### config.mk
export PLATFORM = sky130hd
export DESIGN_NAME = jtsd_ctrl
export DESIGN_NICKNAME = d
export VERILOG_FILES = /design/src/rtl/core/jtsd_pkg.sv /design/src/rtl/core/jtsd_ctrl.sv
export SDC_FILE = /design/constraint.sdc
export NUM_CORES = 1
export LEC_CHECK = 0
export ABC_AREA = 1
export BUFFER_PORTS_ARGS = -buffer_cell sky130_fd_sc_hd__buf_2
export CORE_ASPECT_RATIO = 1.1
export CORE_MARGIN = 1.5
export CORE_UTILIZATION = 44
export CTS_CLUSTER_SIZE = 10
export DETAILED_ROUTE_END_ITERATION = 7
export MAX_ROUTING_LAYER = met4
export PLACE_DENSITY = 0.77
export RECOVER_POWER = 25
export SLEW_MARGIN = 40
export SYNTH_ARGS = -nofsm -noshare
export SYNTH_HDL_FRONTEND = slang
export SYNTH_SLANG_ARGS = --single-unit
### constraint.sdc
create_clock -name clk -period 1.7 [get_ports clk]
set_clock_uncertainty 0.1 [all_clocks]
set_input_delay 0.34 -clock clk [delete_from_list [all_inputs] [get_ports clk]]
set_output_delay 0.34 -clock clk [all_outputs]
set_load 0.005 [all_outputs]
### src/rtl/core/jtsd_pkg.sv
// Package: shared types and constants of the JPEG table segment dedup unit.
`timescale 1ns / 1ps

package jtsd_pkg;

	// Marker codes
	localparam logic [7:0] MK_PREFIX = 8'hff;
	localparam logic [7:0] MK_TEM    = 8'h01;
	localparam logic [7:0] MK_RST0   = 8'hd0;
	localparam logic [7:0] MK_EOI    = 8'hd9;
	localparam logic [7:0] MK_DHT    = 8'hc4;
	localparam logic [7:0] MK_DQT    = 8'hdb;
	localparam logic [7:0] MK_SOS    = 8'hda;

	// Output beat layout
	localparam int WORD_BITS = 128;
	localparam int CNT_BITS  = 5;
	localparam int TDATA_BITS = 136;

	// Parser phase
	typedef enum logic [3:0] {
		PH_PREFIX = 4'd0,
		PH_TYPE   = 4'd1,
		PH_LEN_HI = 4'd2,
		PH_LEN_LO = 4'd3,
		PH_BODY   = 4'd4,
		PH_SCAN   = 4'd5,
		PH_SKIP   = 4'd6
	} phase_t;

	// Source of a result beat
	typedef enum logic [1:0] {
		SRC_NONE = 2'd0,
		SRC_BYTE = 2'd1,
		SRC_PAIR = 2'd2,
		SRC_WORD = 2'd3
	} put_src_t;

	// Segment length register update
	typedef enum logic [1:0] {
		SEG_HOLD      = 2'd0,
		SEG_SET_HI    = 2'd1,
		SEG_SET_TOTAL = 2'd2,
		SEG_DEC       = 2'd3
	} seg_op_t;

	// Controller states
	typedef enum logic [3:0] {
		ST_IDLE,
		ST_DISPATCH,
		ST_FLUSH,
		ST_FRD,
		ST_FACC,
		ST_FPUT,
		ST_TYPE2,
		ST_TRD1,
		ST_TCMP1,
		ST_TRD2,
		ST_TCMP2,
		ST_BRD,
		ST_BCMP,
		ST_POST
	} ctrl_state_t;

	// Commands from controller to datapath
	typedef struct packed {
		logic     load_in;
		logic     set_held;
		logic     phase_wr;
		phase_t   phase_val;
		seg_op_t  seg_op;
		logic     put;
		put_src_t put_src;
		logic     put_last;
		logic     put_done;
		logic     put_err;
		logic     abandon;
		logic     store_held;
		logic     rd_flush;
		logic     cmp_wr;
		logic     set_kind;
		logic     flush_begin;
		logic     flush_rd;
		logic     flush_acc;
		logic     run_clear;
	} dp_cmd_t;

	// Status from datapath to controller
	typedef struct packed {
		phase_t phase;
		logic   in_end;
		logic   is_prefix;
		logic   is_table;
		logic   kind_match;
		logic   is_standalone;
		logic   is_sos;
		logic   run_active;
		logic   run_full;
		logic   flush_needed;
		logic   flush_last;
		logic   word_full;
		logic   total_short;
		logic   lo_rem_zero;
		logic   body_rem_zero;
		logic   out_free;
	} dp_stat_t;

endpackage

### src/rtl/core/jtsd_ctrl.sv
// Controller: sequences the parse of one input beat and the flush of a table run.
`timescale 1ns / 1ps

module jtsd_ctrl (
	input  logic               clk,
	input  logic               arst_n,
	input  logic               s_tvalid,
	output logic               s_tready,
	input  jtsd_pkg::dp_stat_t stat,
	output jtsd_pkg::dp_cmd_t  cmd
);

	import jtsd_pkg::*;

	ctrl_state_t state_q;
	ctrl_state_t state_d;

	// State register
	always_ff @(posedge clk or negedge arst_n) begin
		if (!arst_n) begin
			state_q <= ST_IDLE;
		end else begin
			state_q <= state_d;
		end
	end

	// Next state and commands
	always_comb begin
		cmd      = '0;
		state_d  = state_q;
		s_tready = (state_q == ST_IDLE);
		unique case (state_q)
			ST_IDLE: begin
				if (s_tvalid) begin
					cmd.load_in = 1'b1;
					state_d     = ST_DISPATCH;
				end
			end
			ST_DISPATCH: begin
				unique case (stat.phase)
					PH_SKIP: begin
						if (!stat.in_end) begin
							state_d = ST_IDLE;
						end else if (stat.out_free) begin
							cmd.put       = 1'b1;
							cmd.put_src   = SRC_NONE;
							cmd.put_last  = 1'b1;
							cmd.put_done  = 1'b1;
							cmd.phase_wr  = 1'b1;
							cmd.phase_val = PH_PREFIX;
							state_d       = ST_IDLE;
						end
					end
					PH_SCAN: begin
						if (stat.out_free) begin
							cmd.put       = 1'b1;
							cmd.put_src   = SRC_BYTE;
							cmd.put_last  = 1'b1;
							cmd.put_done  = stat.in_end;
							cmd.phase_wr  = stat.in_end;
							cmd.phase_val = PH_PREFIX;
							state_d       = ST_IDLE;
						end
					end
					PH_PREFIX, PH_TYPE, PH_LEN_HI, PH_LEN_LO, PH_BODY: begin
						if (stat.in_end) begin
							// early end of image
							if (stat.out_free) begin
								cmd.abandon   = 1'b1;
								cmd.put       = 1'b1;
								cmd.put_src   = SRC_NONE;
								cmd.put_last  = 1'b1;
								cmd.put_done  = 1'b1;
								cmd.put_err   = 1'b1;
								cmd.phase_wr  = 1'b1;
								cmd.phase_val = PH_PREFIX;
								state_d       = ST_IDLE;
							end
						end else if (stat.phase == PH_PREFIX) begin
							if (stat.is_prefix) begin
								cmd.set_held  = 1'b1;
								cmd.phase_wr  = 1'b1;
								cmd.phase_val = PH_TYPE;
								state_d       = ST_IDLE;
							end else if (stat.out_free) begin
								cmd.abandon   = 1'b1;
								cmd.put       = 1'b1;
								cmd.put_src   = SRC_NONE;
								cmd.put_last  = 1'b1;
								cmd.put_err   = 1'b1;
								cmd.phase_wr  = 1'b1;
								cmd.phase_val = PH_SKIP;
								state_d       = ST_IDLE;
							end
						end else if (stat.phase == PH_TYPE) begin
							if (stat.run_active && !(stat.is_table && stat.kind_match)) begin
								state_d = ST_FLUSH;
							end else begin
								state_d = ST_TYPE2;
							end
						end else if (stat.run_active) begin
							// length or body byte joins the table run
							if (!stat.run_full) begin
								state_d = ST_BRD;
							end else if (stat.out_free) begin
								cmd.abandon   = 1'b1;
								cmd.put       = 1'b1;
								cmd.put_src   = SRC_NONE;
								cmd.put_last  = 1'b1;
								cmd.put_err   = 1'b1;
								cmd.phase_wr  = 1'b1;
								cmd.phase_val = PH_SKIP;
								state_d       = ST_IDLE;
							end
						end else if (stat.out_free) begin
							cmd.put      = 1'b1;
							cmd.put_src  = SRC_BYTE;
							cmd.put_last = !((stat.phase == PH_LEN_LO) && stat.total_short);
							state_d      = ST_POST;
						end
					end
					default: begin
						cmd.phase_wr  = 1'b1;
						cmd.phase_val = PH_PREFIX;
						state_d       = ST_IDLE;
					end
				endcase
			end
			// run ended: drop it or send it out
			ST_FLUSH: begin
				if (stat.flush_needed) begin
					cmd.flush_begin = 1'b1;
					state_d         = ST_FRD;
				end else begin
					cmd.run_clear = 1'b1;
					state_d       = ST_TYPE2;
				end
			end
			ST_FRD: begin
				cmd.rd_flush = 1'b1;
				cmd.flush_rd = 1'b1;
				state_d      = ST_FACC;
			end
			ST_FACC: begin
				cmd.flush_acc = 1'b1;
				if (stat.word_full || stat.flush_last) begin
					state_d = ST_FPUT;
				end else begin
					state_d = ST_FRD;
				end
			end
			ST_FPUT: begin
				if (stat.out_free) begin
					cmd.put      = 1'b1;
					cmd.put_src  = SRC_WORD;
					cmd.put_last = stat.flush_last && stat.is_table;
					if (stat.flush_last) begin
						cmd.run_clear = 1'b1;
						state_d       = ST_TYPE2;
					end else begin
						state_d = ST_FRD;
					end
				end
			end
			// marker type after any flush
			ST_TYPE2: begin
				if (stat.is_table) begin
					cmd.set_kind = !stat.run_active;
					state_d      = ST_TRD1;
				end else if (stat.out_free) begin
					cmd.put      = 1'b1;
					cmd.put_src  = SRC_PAIR;
					cmd.put_last = 1'b1;
					cmd.phase_wr = 1'b1;
					if (stat.is_standalone) begin
						cmd.phase_val = PH_PREFIX;
					end else if (stat.is_sos) begin
						cmd.phase_val = PH_SCAN;
					end else begin
						cmd.phase_val = PH_LEN_HI;
					end
					state_d = ST_IDLE;
				end
			end
			ST_TRD1, ST_TRD2: begin
				cmd.store_held = (state_q == ST_TRD1);
				if (!stat.run_full) begin
					state_d = (state_q == ST_TRD1) ? ST_TCMP1 : ST_TCMP2;
				end else if (stat.out_free) begin
					cmd.abandon   = 1'b1;
					cmd.put       = 1'b1;
					cmd.put_src   = SRC_NONE;
					cmd.put_last  = 1'b1;
					cmd.put_err   = 1'b1;
					cmd.phase_wr  = 1'b1;
					cmd.phase_val = PH_SKIP;
					state_d       = ST_IDLE;
				end
			end
			ST_TCMP1: begin
				cmd.store_held = 1'b1;
				cmd.cmp_wr     = 1'b1;
				state_d        = ST_TRD2;
			end
			ST_TCMP2: begin
				cmd.cmp_wr    = 1'b1;
				cmd.phase_wr  = 1'b1;
				cmd.phase_val = PH_LEN_HI;
				state_d       = ST_IDLE;
			end
			ST_BRD: begin
				state_d = ST_BCMP;
			end
			ST_BCMP: begin
				cmd.cmp_wr = 1'b1;
				state_d    = ST_POST;
			end
			// length and body bookkeeping after the byte was taken
			ST_POST: begin
				unique case (stat.phase)
					PH_LEN_HI: begin
						cmd.seg_op    = SEG_SET_HI;
						cmd.phase_wr  = 1'b1;
						cmd.phase_val = PH_LEN_LO;
						state_d       = ST_IDLE;
					end
					PH_LEN_LO: begin
						if (!stat.total_short) begin
							cmd.seg_op    = SEG_SET_TOTAL;
							cmd.phase_wr  = 1'b1;
							cmd.phase_val = stat.lo_rem_zero ? PH_PREFIX : PH_BODY;
							state_d       = ST_IDLE;
						end else if (stat.out_free) begin
							cmd.abandon   = 1'b1;
							cmd.put       = 1'b1;
							cmd.put_src   = SRC_NONE;
							cmd.put_last  = 1'b1;
							cmd.put_err   = 1'b1;
							cmd.phase_wr  = 1'b1;
							cmd.phase_val = PH_SKIP;
							state_d       = ST_IDLE;
						end
					end
					default: begin
						cmd.seg_op    = SEG_DEC;
						cmd.phase_wr  = 1'b1;
						cmd.phase_val = stat.body_rem_zero ? PH_PREFIX : PH_BODY;
						state_d       = ST_IDLE;
					end
				endcase
			end
			default: begin
				state_d = ST_IDLE;
			end
		endcase
	end

`ifndef NO_ASSERTIONS
	// input is taken only when the controller is idle
	a_accept_idle: assert property (@(posedge clk) disable iff (!arst_n)
		cmd.load_in |-> state_q == ST_IDLE)
		else $error("beat accepted while busy");

	// every accepted beat is dispatched next
	a_dispatch: assert property (@(posedge clk) disable iff (!arst_n)
		cmd.load_in |=> state_q == ST_DISPATCH)
		else $error("accepted beat not dispatched");

	// a store write always follows its read
	a_cmp_after_rd: assert property (@(posedge clk) disable iff (!arst_n)
		cmd.cmp_wr |-> $past(state_q) == ST_TRD1 || $past(state_q) == ST_TRD2 ||
			$past(state_q) == ST_BRD)
		else $error("store written without prior read");
`endif

endmodule

== After elaboration in Yosys (flattened, before gate mapping) ==
Index checks and enable logic that the tools add are counted.

* Register bits: 4
* Input bits: 22
* Output and inout bits: 25

* Eq/ne operators: 22
* Mux-type cells: 95
* Reduce and logical (&&, ||, !) cells: 14

{| class="wikitable"
|+ Operators by type and width
! operator !! number
|-
| $mux W4 || 29
|-
| $mux W5 || 16
|-
| $pmux W4 S12 || 1
|-
| $pmux W5 S3 || 2
|-
| $eq A4 B3 Y1 const B || 7
|-
| $mux W2 || 13
|-
| $pmux W5 S5 || 1
|-
| $eq A4 B4 Y1 const B || 6
|-
| $mux W3 || 7
|-
| $pmux W4 S5 || 1
|-
| $mux W1 || 19
|-
| $eq A4 B2 Y1 const B || 4
|-
| $pmux W7 S2 || 1
|-
| $pmux W4 S3 || 1
|-
| $eq A4 B1 Y1 const B || 2
|-
| $logic_not A4 Y1 || 2
|-
| $mux W7 || 1
|-
| $ne A7 B7 Y1 const B || 1
|-
| $pmux W2 S3 || 1
|-
| $reduce_or A5 Y1 || 1
|-
| $logic_and A1 B1 Y1 || 4
|-
| $ne A2 B2 Y1 const B || 2
|-
| $pmux W1 S2 || 2
|-
| $logic_not A1 Y1 || 3
|-
| other kinds (4) || 4
|}

== Depth between registers and ports, before layout ==
Gate-level depths: netlist of the first run.

* Depth in word-level cells: 10
* Depth in mapped cells: 12

== Worst setup path before layout of the first run ==
No wires, ideal clock.

* Kind: flip-flop to output port
* Start point: register state_q[2]
* End point: output cmd[9] (netlist name)
* Arrival time: 1,340 ps
* Data required time: 1,260 ps
* Path slack: -80 ps
* Stages on the path, launching flop included: 11
* Buffers on the path: 1
* Cell sequence: dfrtp_1 inv_1 nand2_1 o21ai_2 nand2_1 nand2_1 inv_1 nor2_2 a21oi_1 nand2_1 buf_4

{| class="wikitable"
|+ RTL lines
! what !! line !! text
|-
| start: declaration || jtsd_ctrl.sv:15 || <nowiki>ctrl_state_t state_q;</nowiki>
|-
| start signal: assignment || jtsd_ctrl.sv:23 || <nowiki>state_q <= state_d;</nowiki>
|-
| end: declaration || jtsd_ctrl.sv:10 || <nowiki>output jtsd_pkg::dp_cmd_t cmd</nowiki>
|}

==> impl_metrics.csv, run 1 <==
group,metric,value,unit
critical_path,startpoint_type,"register",
yosys,post_synth.cell_area_avg,4.81,µm²
cts,tritoncts,"done",
outcome,outcome,"complete, but fails checks",
floorplanning,die_area,2930,µm²
yosys,synthesis.nets,261,
global_route,grt_overflow,0,
cells_and_area,layout_common_cells,"nand2_1 (68), buf_4 (55), buf_2 (43)",
floorplanning,start_util,46.1,%
cts,clock_sink_total,4,
drt,detailroute.via_count,2330,
critical_path,endpoint,"cmd[11]",
critical_path,r2r.worst_path.cells,13,
cts,cts_htree_levels,1,
cells_and_area,top_regs,"state_q x4",
hold_path,worst_min_path_class,"in2reg",
global_route,grt_pass1_vias,1898,
sta,timing_max_transition_violations_final,0,
critical_path,crit_start,"state_q[1]",
cells_and_area,nFillCells,103,
drt,detail_route.wl_per_cell,18.3,µm
cells_and_area,largest_register_ff_count,4,
place,gp_congestion,1.06,
cells_and_area,max_flop_register,"state_q",
yosys,yosysWarningCount,0,
power,power_frac_clock,5.5,%
critical_path,timing.reg2reg.setup_slack,-0.13,ns
critical_path,timing.rr.start,"state_q[0]",
cts,cts_inserted_buffers,3,
floorplanning,die_height,56.6,µm
sta,hold_violations,0,
power,power.static_leakage,0.00130,µW
yosys,ys_ff_latch,4,
yosys,seq_area_frac_synth,8.71,%
drt,route.detailed.vias_per_inst,6.05,
hold_path,min_path_cells,5,
yosys,syn-instance-count,239,
place,io_buffer_count,45,
critical_path,setup.worst_path.class,"reg2out",
cts,clk_latency,0.26,ns
critical_path,endpoint_of_the_most_critical_register_to_register_path,"state_q[0]",
drt,remaining_drc_errors,0,
power,p_per_area,1060,nW/µm²
sta,setup_viol,27,
yosys,syn-cell-area,1150,µm²
drt,routed_wirelength,7.04,mm
sta,grt_setup_unrepaired,"yes",
power,p_sw,1280,µW
drt,number_of_drc_markers_in_iteration_0,171,
power,sequentialPowerShare,9.3,%
power,peakVddDrop,1.15,mV
sta,post-route-period-util,133,%
floorplanning,rows,19,
sta,fin_setup_tns,-7.69,ns
cells_and_area,antennaDiodeCount,0,
drt,antenna_left,0,
power,swShare,52.8,%
cts,cts-root-to-sink-buffers,2,
cells_and_area,layout_cell_share_with_drive_strength_beyond_1,52.3,%
global_route,grt.total_usage,39.8,%
drt,first_pass_iters,6,
floorplanning,io_pins,47,
place,placed_cells,359,
cells_and_area,final_nets,378,
global_route,grt_start_max_net_pins,11,
critical_path,cp_data_arrival_time,1.82,ns
sta,post-route-worst-setup-slack,-0.564,ns
yosys,synth.distinct_cells,30,
floorplanning,placeableCoreArea,2500,µm²
floorplanning,die-width,51.7,µm
critical_path,maximum_fanout_along_the_worst_path,4,
sta,achievable-frequency,0.442,GHz
cts,cts_root_buffer,"clkbuf_4",
place,place_hpwl,3.76,mm
hold_path,hold_path.startpoint,"s_tvalid",
outcome,violations,"setup timing",
run,cap_violations,0,
cts,worst_setup_hold_path_clk_slew,0.05,ns
global_route,grt_antenna_before_repair,0,
cells_and_area,final_instance_count_excl_fillers,385,
cells_and_area,final_common_cell,"nand2_1",
critical_path,capturing_element_type_of_the_critical_path,"output pin",
cells_and_area,area_growth,99.2,%
sta,fin_crit,2.26,ns
cells_and_area,final_core_utilization,91.8,%
power,p_comb_share,85.2,%
critical_path,cp.required,1.26,ns
global_route,grt_first_pass_wirelength,8.70,mm
power,p_int,1150,µW
[Yosys cell counts]
cell type	n	share of area, %
nand2_1	83	27
nor2_1	41	13
inv_1	33	11
nand3_1	13	5.7
o21ai_0	12	5.2
a21oi_1	10	4.4
nor3_1	8	3.5
dfrtp_1	4	8.7
nor2_2	4	2.2
buf_4	3	2.0
nand4_1	3	1.6
o2111ai_1	3	2.3
clkbuf_1	2	0.65
nand3b_1	2	1.3
o21ai_2	2	1.5
o22ai_1	2	1.1
a211oi_1	1	0.65
a2bb2oi_1	1	0.76
clkinv_1	1	0.33
conb_1	1	0.33
inv_2	1	0.33
nand2_2	1	0.54
nand3_2	1	0.87
nor2_4	1	0.98
nor3_2	1	0.87
nor4_1	1	0.54
o211ai_1	1	0.65
o21a_1	1	0.65
o21bai_1	1	0.65
or2_2	1	0.54
[how the worst min path moves through the flow]
stage	to	slack, ns
global route	state_q[1]	0.47
CTS	state_q[3]	0.33
finish	state_q[1]	0.47
floorplan	state_q[0]	-0.06
global placement	state_q[0]	0.05
detailed placement	state_q[2]	0.05
[routing by layer]
metal  up-vias  GRT usage, %  routed length (µm)
li1        995             -                   -
met1      1054          44.3                2340
met2       209          71.1                3400
met3        72          5.85                 784
met4         0          13.5                 516
met5         -             -                   0
[area by class of cell]
type                    count  area [µm²]  area share, %
clock buffers               3        22.5          0.983
repair buffers            117         833           36.4
flip-flops and latches      4         105           4.59
inverters                  35         141           6.17
multi-input cells         195        1150           50.2
well taps                  31        38.8           1.69
[power by group through the flow]
stage	sequential [µW]	combinational (µW)	clock, µW
2_1_floorplan	189	614	0
3_3_place_gp	209	1130	0
3_5_place_dp	209	1150	0
4_1_cts	227	1480	124
5_1_grt	225	2180	140
6_report	226	2070	133
[critical path, cell delays in order, from the launching register on]
cell	delay, ns
dfrtp_2	0.45
nand2_1	0.13
inv_1	0.08
nand2_2	0.11
o21ai_4	0.07
nand2_2	0.12
nand2_2	0.07
inv_2	0.08
nor2_4	0.06
nor3_2	0.15
nand2_1	0.10
buf_2	0.14
[through the flow]
stage / power, µW / hold WS (ns) / cell area, µm² / setup WS [ns]
5_1_grt: 2540 / 0.475 / 2290 / -0.634
4_1_cts: 1830 / 0.335 / 2060 / -0.443
2_1_floorplan: 803 / -0.0556 / 1160 / -0.0618
3_5_place_dp: 1360 / 0.0476 / 1760 / -0.336
3_3_place_gp: 1340 / 0.0472 / 1760 / -0.316
6_report: 2430 / 0.467 / 2290 / -0.564
[cells by family (layout without fill, tap and decap cells)]
| family | Yosys count | after routing | share of synthesized area [%] |
|---|---|---|---|
| simple gates | 160 | 160 | 59.1 |
| buf+inv | 40 | 155 | 14.0 |
| compound gates | 34 | 34 | 17.8 |
| flops | 4 | 4 | 8.71 |
| other cells | 1 | 1 | 0.326 |
[what timing repair did]
item | 4_1_cts | 5_1_grt
hold buffers | 1 | 0
pin swaps | 11 | 20
cloned | 0 | 0
buffers inserted | 15 | 13
hold endpoints to repair | 4 | 0
resized for setup | 44 | 51
endpoints found under the setup margin | 26 | 26
Power figures use the tool's default switching activity.
==> inputs of run 2 (changes only) <==
- ABC_AREA: 1 -> 0
- CORE_MARGIN: 1.5 -> 2
- CORE_UTILIZATION: 44 -> 45
- RECOVER_POWER: 25 -> 50
==> run 2 against run 1 <==
  * The run now fails in 5_1_grt
  * Area after synthesis increased by 10%
  * Synthesized cell count is 13% lower
==> impl_metrics.csv, run 2 <==
group,metric,value,unit
yosys,post_synth.cell_area_avg,6.13,µm²
yosys,post_synth_xor_area_fraction,0.690,%
yosys,yosys.cell_count.top_type,"nand2_1",
cts,clock_sink_total,4,
floorplanning,io_pins,47,
cts,cts-root-to-sink-buffers,2,
place,io_buffer_count,45,
yosys,synth_edf_count,0,
yosys,cell_type_with_the_highest_aggregate_area_in_the_netlist,"dfrtp_1",
cts,cts_root_buffer,"clkbuf_4",
floorplanning,die_height,59.7,µm
yosys,synthSimpleGateAreaFrac,43.0,%
yosys,yosysWarningCount,0,
yosys,netlist_top_cells_area,"dfrtp_1 (7.9%), nand2_1 (7.4%), o21ai_0 (6.7%)",
global_route,grt.total_usage,72.5,%
cts,cts_inserted_buffers,3,
global_route,grt_start_max_net_pins,18,
yosys,seq_area_frac_synth,7.89,%
floorplanning,die-width,54.6,µm
floorplanning,rows,20,
global_route,grt_overflow,12,
place,gp_congestion,0.986,
yosys,synth_compound_area_share,38.1,%
yosys,syn-instance-count,207,
outcome,last-stage-reached,"5_1_grt",
yosys,ys_ff_latch,4,
yosys,synth.distinct_cells,53,
yosys,post_synth_most_frequent_cells,"nand2_1 (25), nor2_1 (18), o21ai_0 (17)",
yosys,postSynth.asyncResetShare,100,%
floorplanning,start_util,46.5,%
yosys,synthesis.nets,229,
yosys,ys_dominant_reg_cell,"dfrtp_1",
place,place_hpwl,4.16,mm
outcome,outcome,"did not finish",
yosys,muxShareOfSynthArea,0.789,%
cts,cts_htree_levels,1,
outcome,run_stopping_error,"[ERROR GRT-0232] Routing congestion too high. Check the congestion heatmap in the GUI.",
yosys,synth_largest_type_area_fraction,7.89,%
yosys,syn-cell-area,1270,µm²
yosys,adder_cell_share_of_the_synthesized_area,0,%
yosys,synth_top_family_by_area,"simple AND/OR/NAND/NOR gates",
-- run 2: cell types whose count changed after synthesis, moves of 6 or more --
cell and delta:
nand3_1 -7, clkbuf_1 +13, nand2_1 -58, and2_1 +6, inv_1 -28, nor2_1 -23
nand2b_1 +8
-- run 2: metal layers --
metal | GRT overflow | global-route usage (%)
met3 | 0 | 54.8
met4 | 3 | 68.6
met1 | 0 | 71.5
met2 | 9 | 87.8
met5 | - | -
-- run 2: cells by family after synthesis --
family                 Yosys count
AND/OR/NAND/NOR                101
AO/OA/AOI/OAI                   73
buffers and inverters           26
flip-flops                       4
XOR/XNOR                         1
multiplexers                     1
other                            1
-- run 2: timing repair --
item	in CTS
buffers inserted	14
hold endpoints to repair	4
endpoints found under the setup margin	28
hold buffers	1
pin swaps	28
gates resized for setup	37
-- run 2: per-stage QoR --
stage               hold WS (ns)  area [µm²]  setup slack [ns]  utilization (%)  instances
detailed placement        0.0479        2040            -0.519             74.8        336
global placement          0.0436        2040            -0.507             74.8        336
CTS                        0.332        2330            -0.641             85.5        353
floorplan                -0.0556        1430            -0.303                -        207
==> inputs of run 3 (changes only) <==
- CORE_ASPECT_RATIO: 1.1 -> default
- CORE_UTILIZATION: 45 -> 35
- CTS_CLUSTER_SIZE: 10 -> default
- MAX_ROUTING_LAYER: met4 -> default
- PLACE_DENSITY: 0.77 -> default
- PLACE_DENSITY_LB_ADDON: default -> 0.15
- clock period: 1.7 -> 2.2 ns (I/O delays scaled with it)
==> run 3 against run 2 <==
  * The flow now finishes, with violations (setup timing)
  * Area after synthesis unchanged
  * Synthesized cell count is the same
==> impl_metrics.csv, run 3 <==
group,metric,value,unit
place,place_area,1840,µm²
cells_and_area,layout_cell_share_with_drive_strength_beyond_1,47.5,%
yosys,syn-cell-area,1270,µm²
yosys,synth_edf_count,0,
floorplanning,rows,21,
drt,route.detailed.vias_per_inst,5.86,
cells_and_area,antennaDiodeCount,0,
critical_path,r2r.worst_path.cells,9,
outcome,violations,"setup timing",
yosys,netlist_top_cells_area,"dfrtp_1 (7.9%), nand2_1 (7.4%), o21ai_0 (6.7%)",
yosys,muxShareOfSynthArea,0.789,%
global_route,grt.total_usage,25.7,%
global_route,grt_first_pass_wirelength,8.61,mm
place,place_hpwl,3.75,mm
critical_path,timing.rr.start,"state_q[1]",
place,placed_cells,327,
critical_path,startpoint_type,"input port",
yosys,ys_ff_latch,4,
critical_path,cp.required,1.66,ns
cts,tritoncts,"done",
yosys,postSynth.asyncResetShare,100,%
critical_path,timing.critical_path.cells,"buf_6, or3_4, mux2i_2, or2_4, or4b_1, buf_2",
global_route,grt_pass1_vias,1894,
cts,cts_root_buffer,"clkbuf_4",
global_route,grt_overflow,0,
yosys,post_synth_most_frequent_cells,"nand2_1 (25), nor2_1 (18), o21ai_0 (17)",
cells_and_area,multi_input_comb_area,1250,µm²
yosys,yosysWarningCount,0,
sta,post-route-worst-setup-slack,-0.225,ns
cells_and_area,nFillCells,316,
sta,fin_hold_ws,0.469,ns
yosys,synth_compound_area_share,38.1,%
yosys,synthesis.nets,229,
critical_path,timing.reg2reg.setup_slack,0.04,ns
drt,remaining_drc_errors,0,
cells_and_area,area_growth,73.4,%
critical_path,capturing_element_type_of_the_critical_path,"output pin",
sta,grt_setup_unrepaired,"yes",
sta,fin_crit,2.43,ns
sta,hold_violations,0,
place,io_buffer_count,45,
yosys,synthSimpleGateAreaFrac,43.0,%
yosys,post_synth.cell_area_avg,6.13,µm²
cts,clk_latency,0.23,ns
place,gp_congestion,0.916,
yosys,adder_cell_share_of_the_synthesized_area,0,%
cells_and_area,top_regs,"state_q x4",
cells_and_area,layout_common_cells,"buf_4 (49), buf_2 (39), nand2_1 (24)",
sta,achievable-frequency,0.412,GHz
cts,cts-root-to-sink-buffers,2,
yosys,ys_dominant_reg_cell,"dfrtp_1",
cells_and_area,regArea,100,µm²
cts,clock_sink_total,4,
cts,cts_htree_levels,1,
cts,cts_inserted_buffers,3,
cells_and_area,fin_area,2200,µm²
floorplanning,start_util,37.1,%
drt,number_of_drc_markers_in_iteration_0,133,
global_route,grt_antenna_before_repair,0,
cells_and_area,final_core_utilization,64.4,%
drt,detail_route.wl_per_cell,15.3,µm
drt,detailroute.via_count,1998,
cells_and_area,largest_register_ff_count,4,
run,cap_violations,0,
cts,worst_setup_hold_path_clk_slew,0.03,ns
critical_path,setup.worst_path.class,"in2out",
sta,setup_viol,10,
critical_path,cp_data_arrival_time,1.89,ns
floorplanning,io_pins,47,
yosys,synth_largest_type_area_fraction,7.89,%
power,p_per_area,697,nW/µm²
yosys,post_synth_xor_area_fraction,0.690,%
power,power.static_leakage,0.00103,µW
cells_and_area,final_common_cell,"buf_4",
cells_and_area,max_flop_register,"state_q",
drt,routed_wirelength,5.22,mm
floorplanning,placeableCoreArea,3420,µm²
sta,timing_max_transition_violations_final,0,
floorplanning,die_area,4120,µm²
yosys,syn-instance-count,207,
hold_path,worst_min_path_class,"in2async",
sta,post-route-period-util,110,%
cells_and_area,final_nets,319,
sta,fin_setup_tns,-1.40,ns
global_route,grt_start_max_net_pins,15,
floorplanning,die-width,64.2,µm
critical_path,critical-path-slowest-cell,"or4b_1",
yosys,yosys.cell_count.top_type,"nand2_1",
yosys,cell_type_with_the_highest_aggregate_area_in_the_netlist,"dfrtp_1",
drt,antenna_left,0,
drt,first_pass_iters,5,
critical_path,maximum_fanout_along_the_worst_path,3,
yosys,synth.distinct_cells,53,
yosys,synth_top_family_by_area,"simple AND/OR/NAND/NOR gates",
floorplanning,die_height,64.2,µm
outcome,outcome,"complete, but fails checks",
cells_and_area,final_instance_count_excl_fillers,341,
critical_path,worst_path_largest_cell_delay,0.44,ns
power,peakVddDrop,0.473,mV
yosys,seq_area_frac_synth,7.89,%
critical_path,endpoint_of_the_most_critical_register_to_register_path,"state_q[0]",
-- run 3: area by class of cell --
class	count	area share (%)
Inverter	5	0.853
Timing Repair Buffer	106	34.1
Clock buffer	3	1.02
Tap cell	46	2.62
Multi-Input combinational cell	177	56.8
Sequential cell	4	4.55
-- run 3: repair_timing --
item | in CTS | in global routing
hold buffers | 1 | 0
endpoints found under the setup margin | 11 | 16
pin swaps | 12 | 12
setup buffers | 9 | 4
resized for setup | 34 | 27
hold endpoints to repair | 4 | 0
-- run 3: cell families (layout without fill, tap and decap cells) --
logic type	Yosys count	in the layout
other cells	1	1
flops	4	4
mux	1	1
simple gates	101	101
xor+xnor	1	1
buf+inv	26	114
compound gates	73	73
-- run 3: worst max-delay path by stage --
stage	startpoint	to	slack, ns	cells past startpoint
after floorplan	stat[16]	cmd[18]	-0.003	5
after CTS	state_q[2]	cmd[19]	-0.21	8
after detailed placement	stat[16]	cmd[18]	-0.24	6
after global routing	state_q[2]	cmd[11]	-0.27	8
final	stat[18]	cmd[18]	-0.23	6
after global placement	stat[16]	cmd[18]	-0.21	6
-- run 3: where the power goes --
| group | internal [µW] | leakage (µW) | switching, µW |
|---|---|---|---|
| Sequential | 101 | 0.0000521 | 19.2 |
| Clock | 60.7 | 0.0000138 | 25.4 |
| Combinational | 657 | 0.000969 | 670 |
| Total | 819 | 0.00103 | 715 |
-- run 3: metal layers --
| metal | GRT usage [%] | up-vias | share of wire [%] |
|---|---|---|---|
| met1 | 34.5 | 920 | 43 |
| li1 | - | 951 | - |
| met2 | 41.5 | 109 | 47 |
| met3 | 2.82 | 18 | 7.3 |
| met4 | 10.4 | 0 | 3.1 |
| met5 | 0 | - | 0 |
-- run 3: per-stage QoR --
step                setup WS (ns)  total power [µW]
CTS                        -0.211              1400
finish                     -0.225              1530
detailed placement         -0.241              1130
global placement           -0.214              1130
global route               -0.272              1650
floorplan                -0.00336               709
-- run 3: worst max-delay path, delay by kind of cell --
kind	cells	cell delay, ns
simple gates	3	0.99
buf+inv	2	0.23
mux	1	0.22
==> inputs of run 4 (changes only) <==
- GPL_TIMING_DRIVEN: default -> 0
==> run 4 against run 3 <==
  * The run still ends with setup timing left
  * Setup slack worse by 0.090 ns
  * Sequential share of layout area is 0.60 points higher
  * Final area is 9.5% lower
  * Global-route usage down 1.6 points
  * Worst hold slack worse by 0.0055 ns
  * Die area stayed put
  * Non-clock buffer count down 27
  * Critical endpoint is now cmd[14]
  * Largest power group unchanged
==> impl_metrics.csv, run 4 (synthesis results as in run 3) <==
group,metric,value,unit
global_route,grt.total_usage,24.1,%
sta,grt_setup_unrepaired,"yes",
drt,antenna_left,0,
cells_and_area,antennaDiodeCount,0,
cells_and_area,multi_input_comb_area,1230,µm²
cells_and_area,max_flop_register,"state_q",
sta,hold_violations,0,
sta,max_slew.worst_pin.slew,0.520,ns
global_route,grt_antenna_before_repair,0,
cts,clk_latency,0.23,ns
sta,post-route-worst-setup-slack,-0.315,ns
cells_and_area,final_common_cell,"buf_2",
cts,tritoncts,"done",
cells_and_area,largest_register_ff_count,4,
floorplanning,start_util,37.1,%
floorplanning,die_area,4120,µm²
cts,worst_setup_hold_path_clk_slew,0.04,ns
drt,remaining_drc_errors,0,
run,cap_violations,0,
cells_and_area,fin_area,1990,µm²
drt,route.detailed.vias_per_inst,5.78,
drt,detail_route.wl_per_cell,15.7,µm
power,power.static_leakage,0.000914,µW
drt,first_pass_iters,4,
power,p_per_area,744,nW/µm²
place,io_buffer_count,43,
global_route,grt_pass1_vias,1712,
global_route,grt_overflow,0,
critical_path,maximum_fanout_along_the_worst_path,8,
critical_path,cp_data_arrival_time,1.98,ns
drt,detailroute.via_count,1816,
critical_path,setup.worst_path.class,"reg2out",
critical_path,cp.required,1.66,ns
sta,fin_crit,2.52,ns
cts,cts_htree_levels,1,
sta,post-route-period-util,114,%
floorplanning,die-width,64.2,µm
cells_and_area,regArea,103,µm²
power,totalPowerFinal,1480,µW
place,placed_cells,296,
place,place_area,1540,µm²
sta,setup_viol,10,
place,place_hpwl,3.42,mm
cells_and_area,layout_common_cells,"buf_2 (39), nand2_1 (20), buf_4 (19)",
sta,worst_slew_margin_relative_to_its_limit,65.1,%
power,peakVddDrop,0.421,mV
drt,number_of_drc_markers_in_iteration_0,123,
cells_and_area,area_growth,56.9,%
cts,clock_sink_total,4,
sta,achievable-frequency,0.398,GHz
critical_path,startpoint_type,"register",
cells_and_area,top_regs,"state_q x4",
critical_path,capturing_element_type_of_the_critical_path,"output pin",
cts,cts_inserted_buffers,3,
floorplanning,io_pins,47,
cts,cts_root_buffer,"clkbuf_4",
cells_and_area,final_core_utilization,58.3,%
floorplanning,rows,21,
cts,cts-root-to-sink-buffers,2,
cells_and_area,final_nets,292,
outcome,outcome,"complete, but fails checks",
sta,timing_max_transition_violations_final,0,
outcome,violations,"setup timing",
drt,routed_wirelength,4.92,mm
cells_and_area,final_instance_count_excl_fillers,314,
sta,fin_hold_ws,0.463,ns
floorplanning,placeableCoreArea,3420,µm²
cells_and_area,layout_cell_share_with_drive_strength_beyond_1,42.5,%
global_route,grt_first_pass_wirelength,7.99,mm
global_route,grt_start_max_net_pins,13,
hold_path,worst_min_path_class,"in2async",
cells_and_area,nFillCells,342,
place,gp_congestion,0.929,
floorplanning,die_height,64.2,µm
-- run 4: cell types whose count changed in the layout (fill, tap and decap cells not counted), sizes merged --
cell    change
clkbuf      +7
buf        -34
-- run 4: power breakdown --
group	switching [µW]	leakage [µW]	internal, µW
combinational	621	0.000851	615
sequential	53.6	0.0000496	104
clock	26.0	0.0000138	60.7
-- run 4: worst max-delay path: stages (launching register included) --
cell and delay, ns:
dfrtp_1 0.36, buf_6 0.14, or4b_4 0.61, buf_4 0.18, nor2_4 0.10, o21ai_2 0.08
a41oi_2 0.15, buf_2 0.14
-- run 4: final timing paths --
kind | depth (start not counted) | end | slack [ns] | start
worst min register to register | 3 | state_q[3] | 0.78 | state_q[0]
worst max-delay path | 7 | cmd[14] | -0.32 | state_q[3]
worst min-delay path | 2 | state_q[1] | 0.46 | arst_n
max in group asynchronous | 2 | state_q[0] | 1.35 | arst_n
worst max register to register | 6 | state_q[0] | 0.06 | state_q[3]
min in group clk | 3 | state_q[0] | 0.69 | stat[0]
-- run 4: final cells by class --
class                   count  area share, %
multi-input cells         177           61.7
well taps                  46           2.89
plain buffers              17           8.36
flip-flops and latches      4           5.15
repair buffers             62           19.7
inverters                   5           1.07
clock buffers               3           1.13
-- run 4: timing repair --
action,4_1_cts,5_1_grt
hold buffers,1,0
setup buffers,15,2
endpoints found under the setup margin,22,18
gates cloned,1,0
resized for setup,70,14
pin swaps,13,7
endpoints found under the hold margin,4,0
-- run 4: stage by stage --
stage	setup TNS [ns]	setup WS (ns)
6_report	-2.37	-0.315
5_1_grt	-3.19	-0.359
4_1_cts	-1.89	-0.289
3_5_place_dp	-2.86	-0.403
3_3_place_gp	-2.87	-0.377
2_1_floorplan	-0.00336	-0.00336
-- run 4: metal layers --
| metal | wire, µm | vias up | global-route usage, % |
|---|---|---|---|
| met5 | 0 | - | 0 |
| met4 | 36 | 0 | 6.91 |
| met3 | 353 | 6 | 2.11 |
| met2 | 2350 | 78 | 39.5 |
| met1 | 2180 | 840 | 33.5 |
| li1 | - | 892 | - |
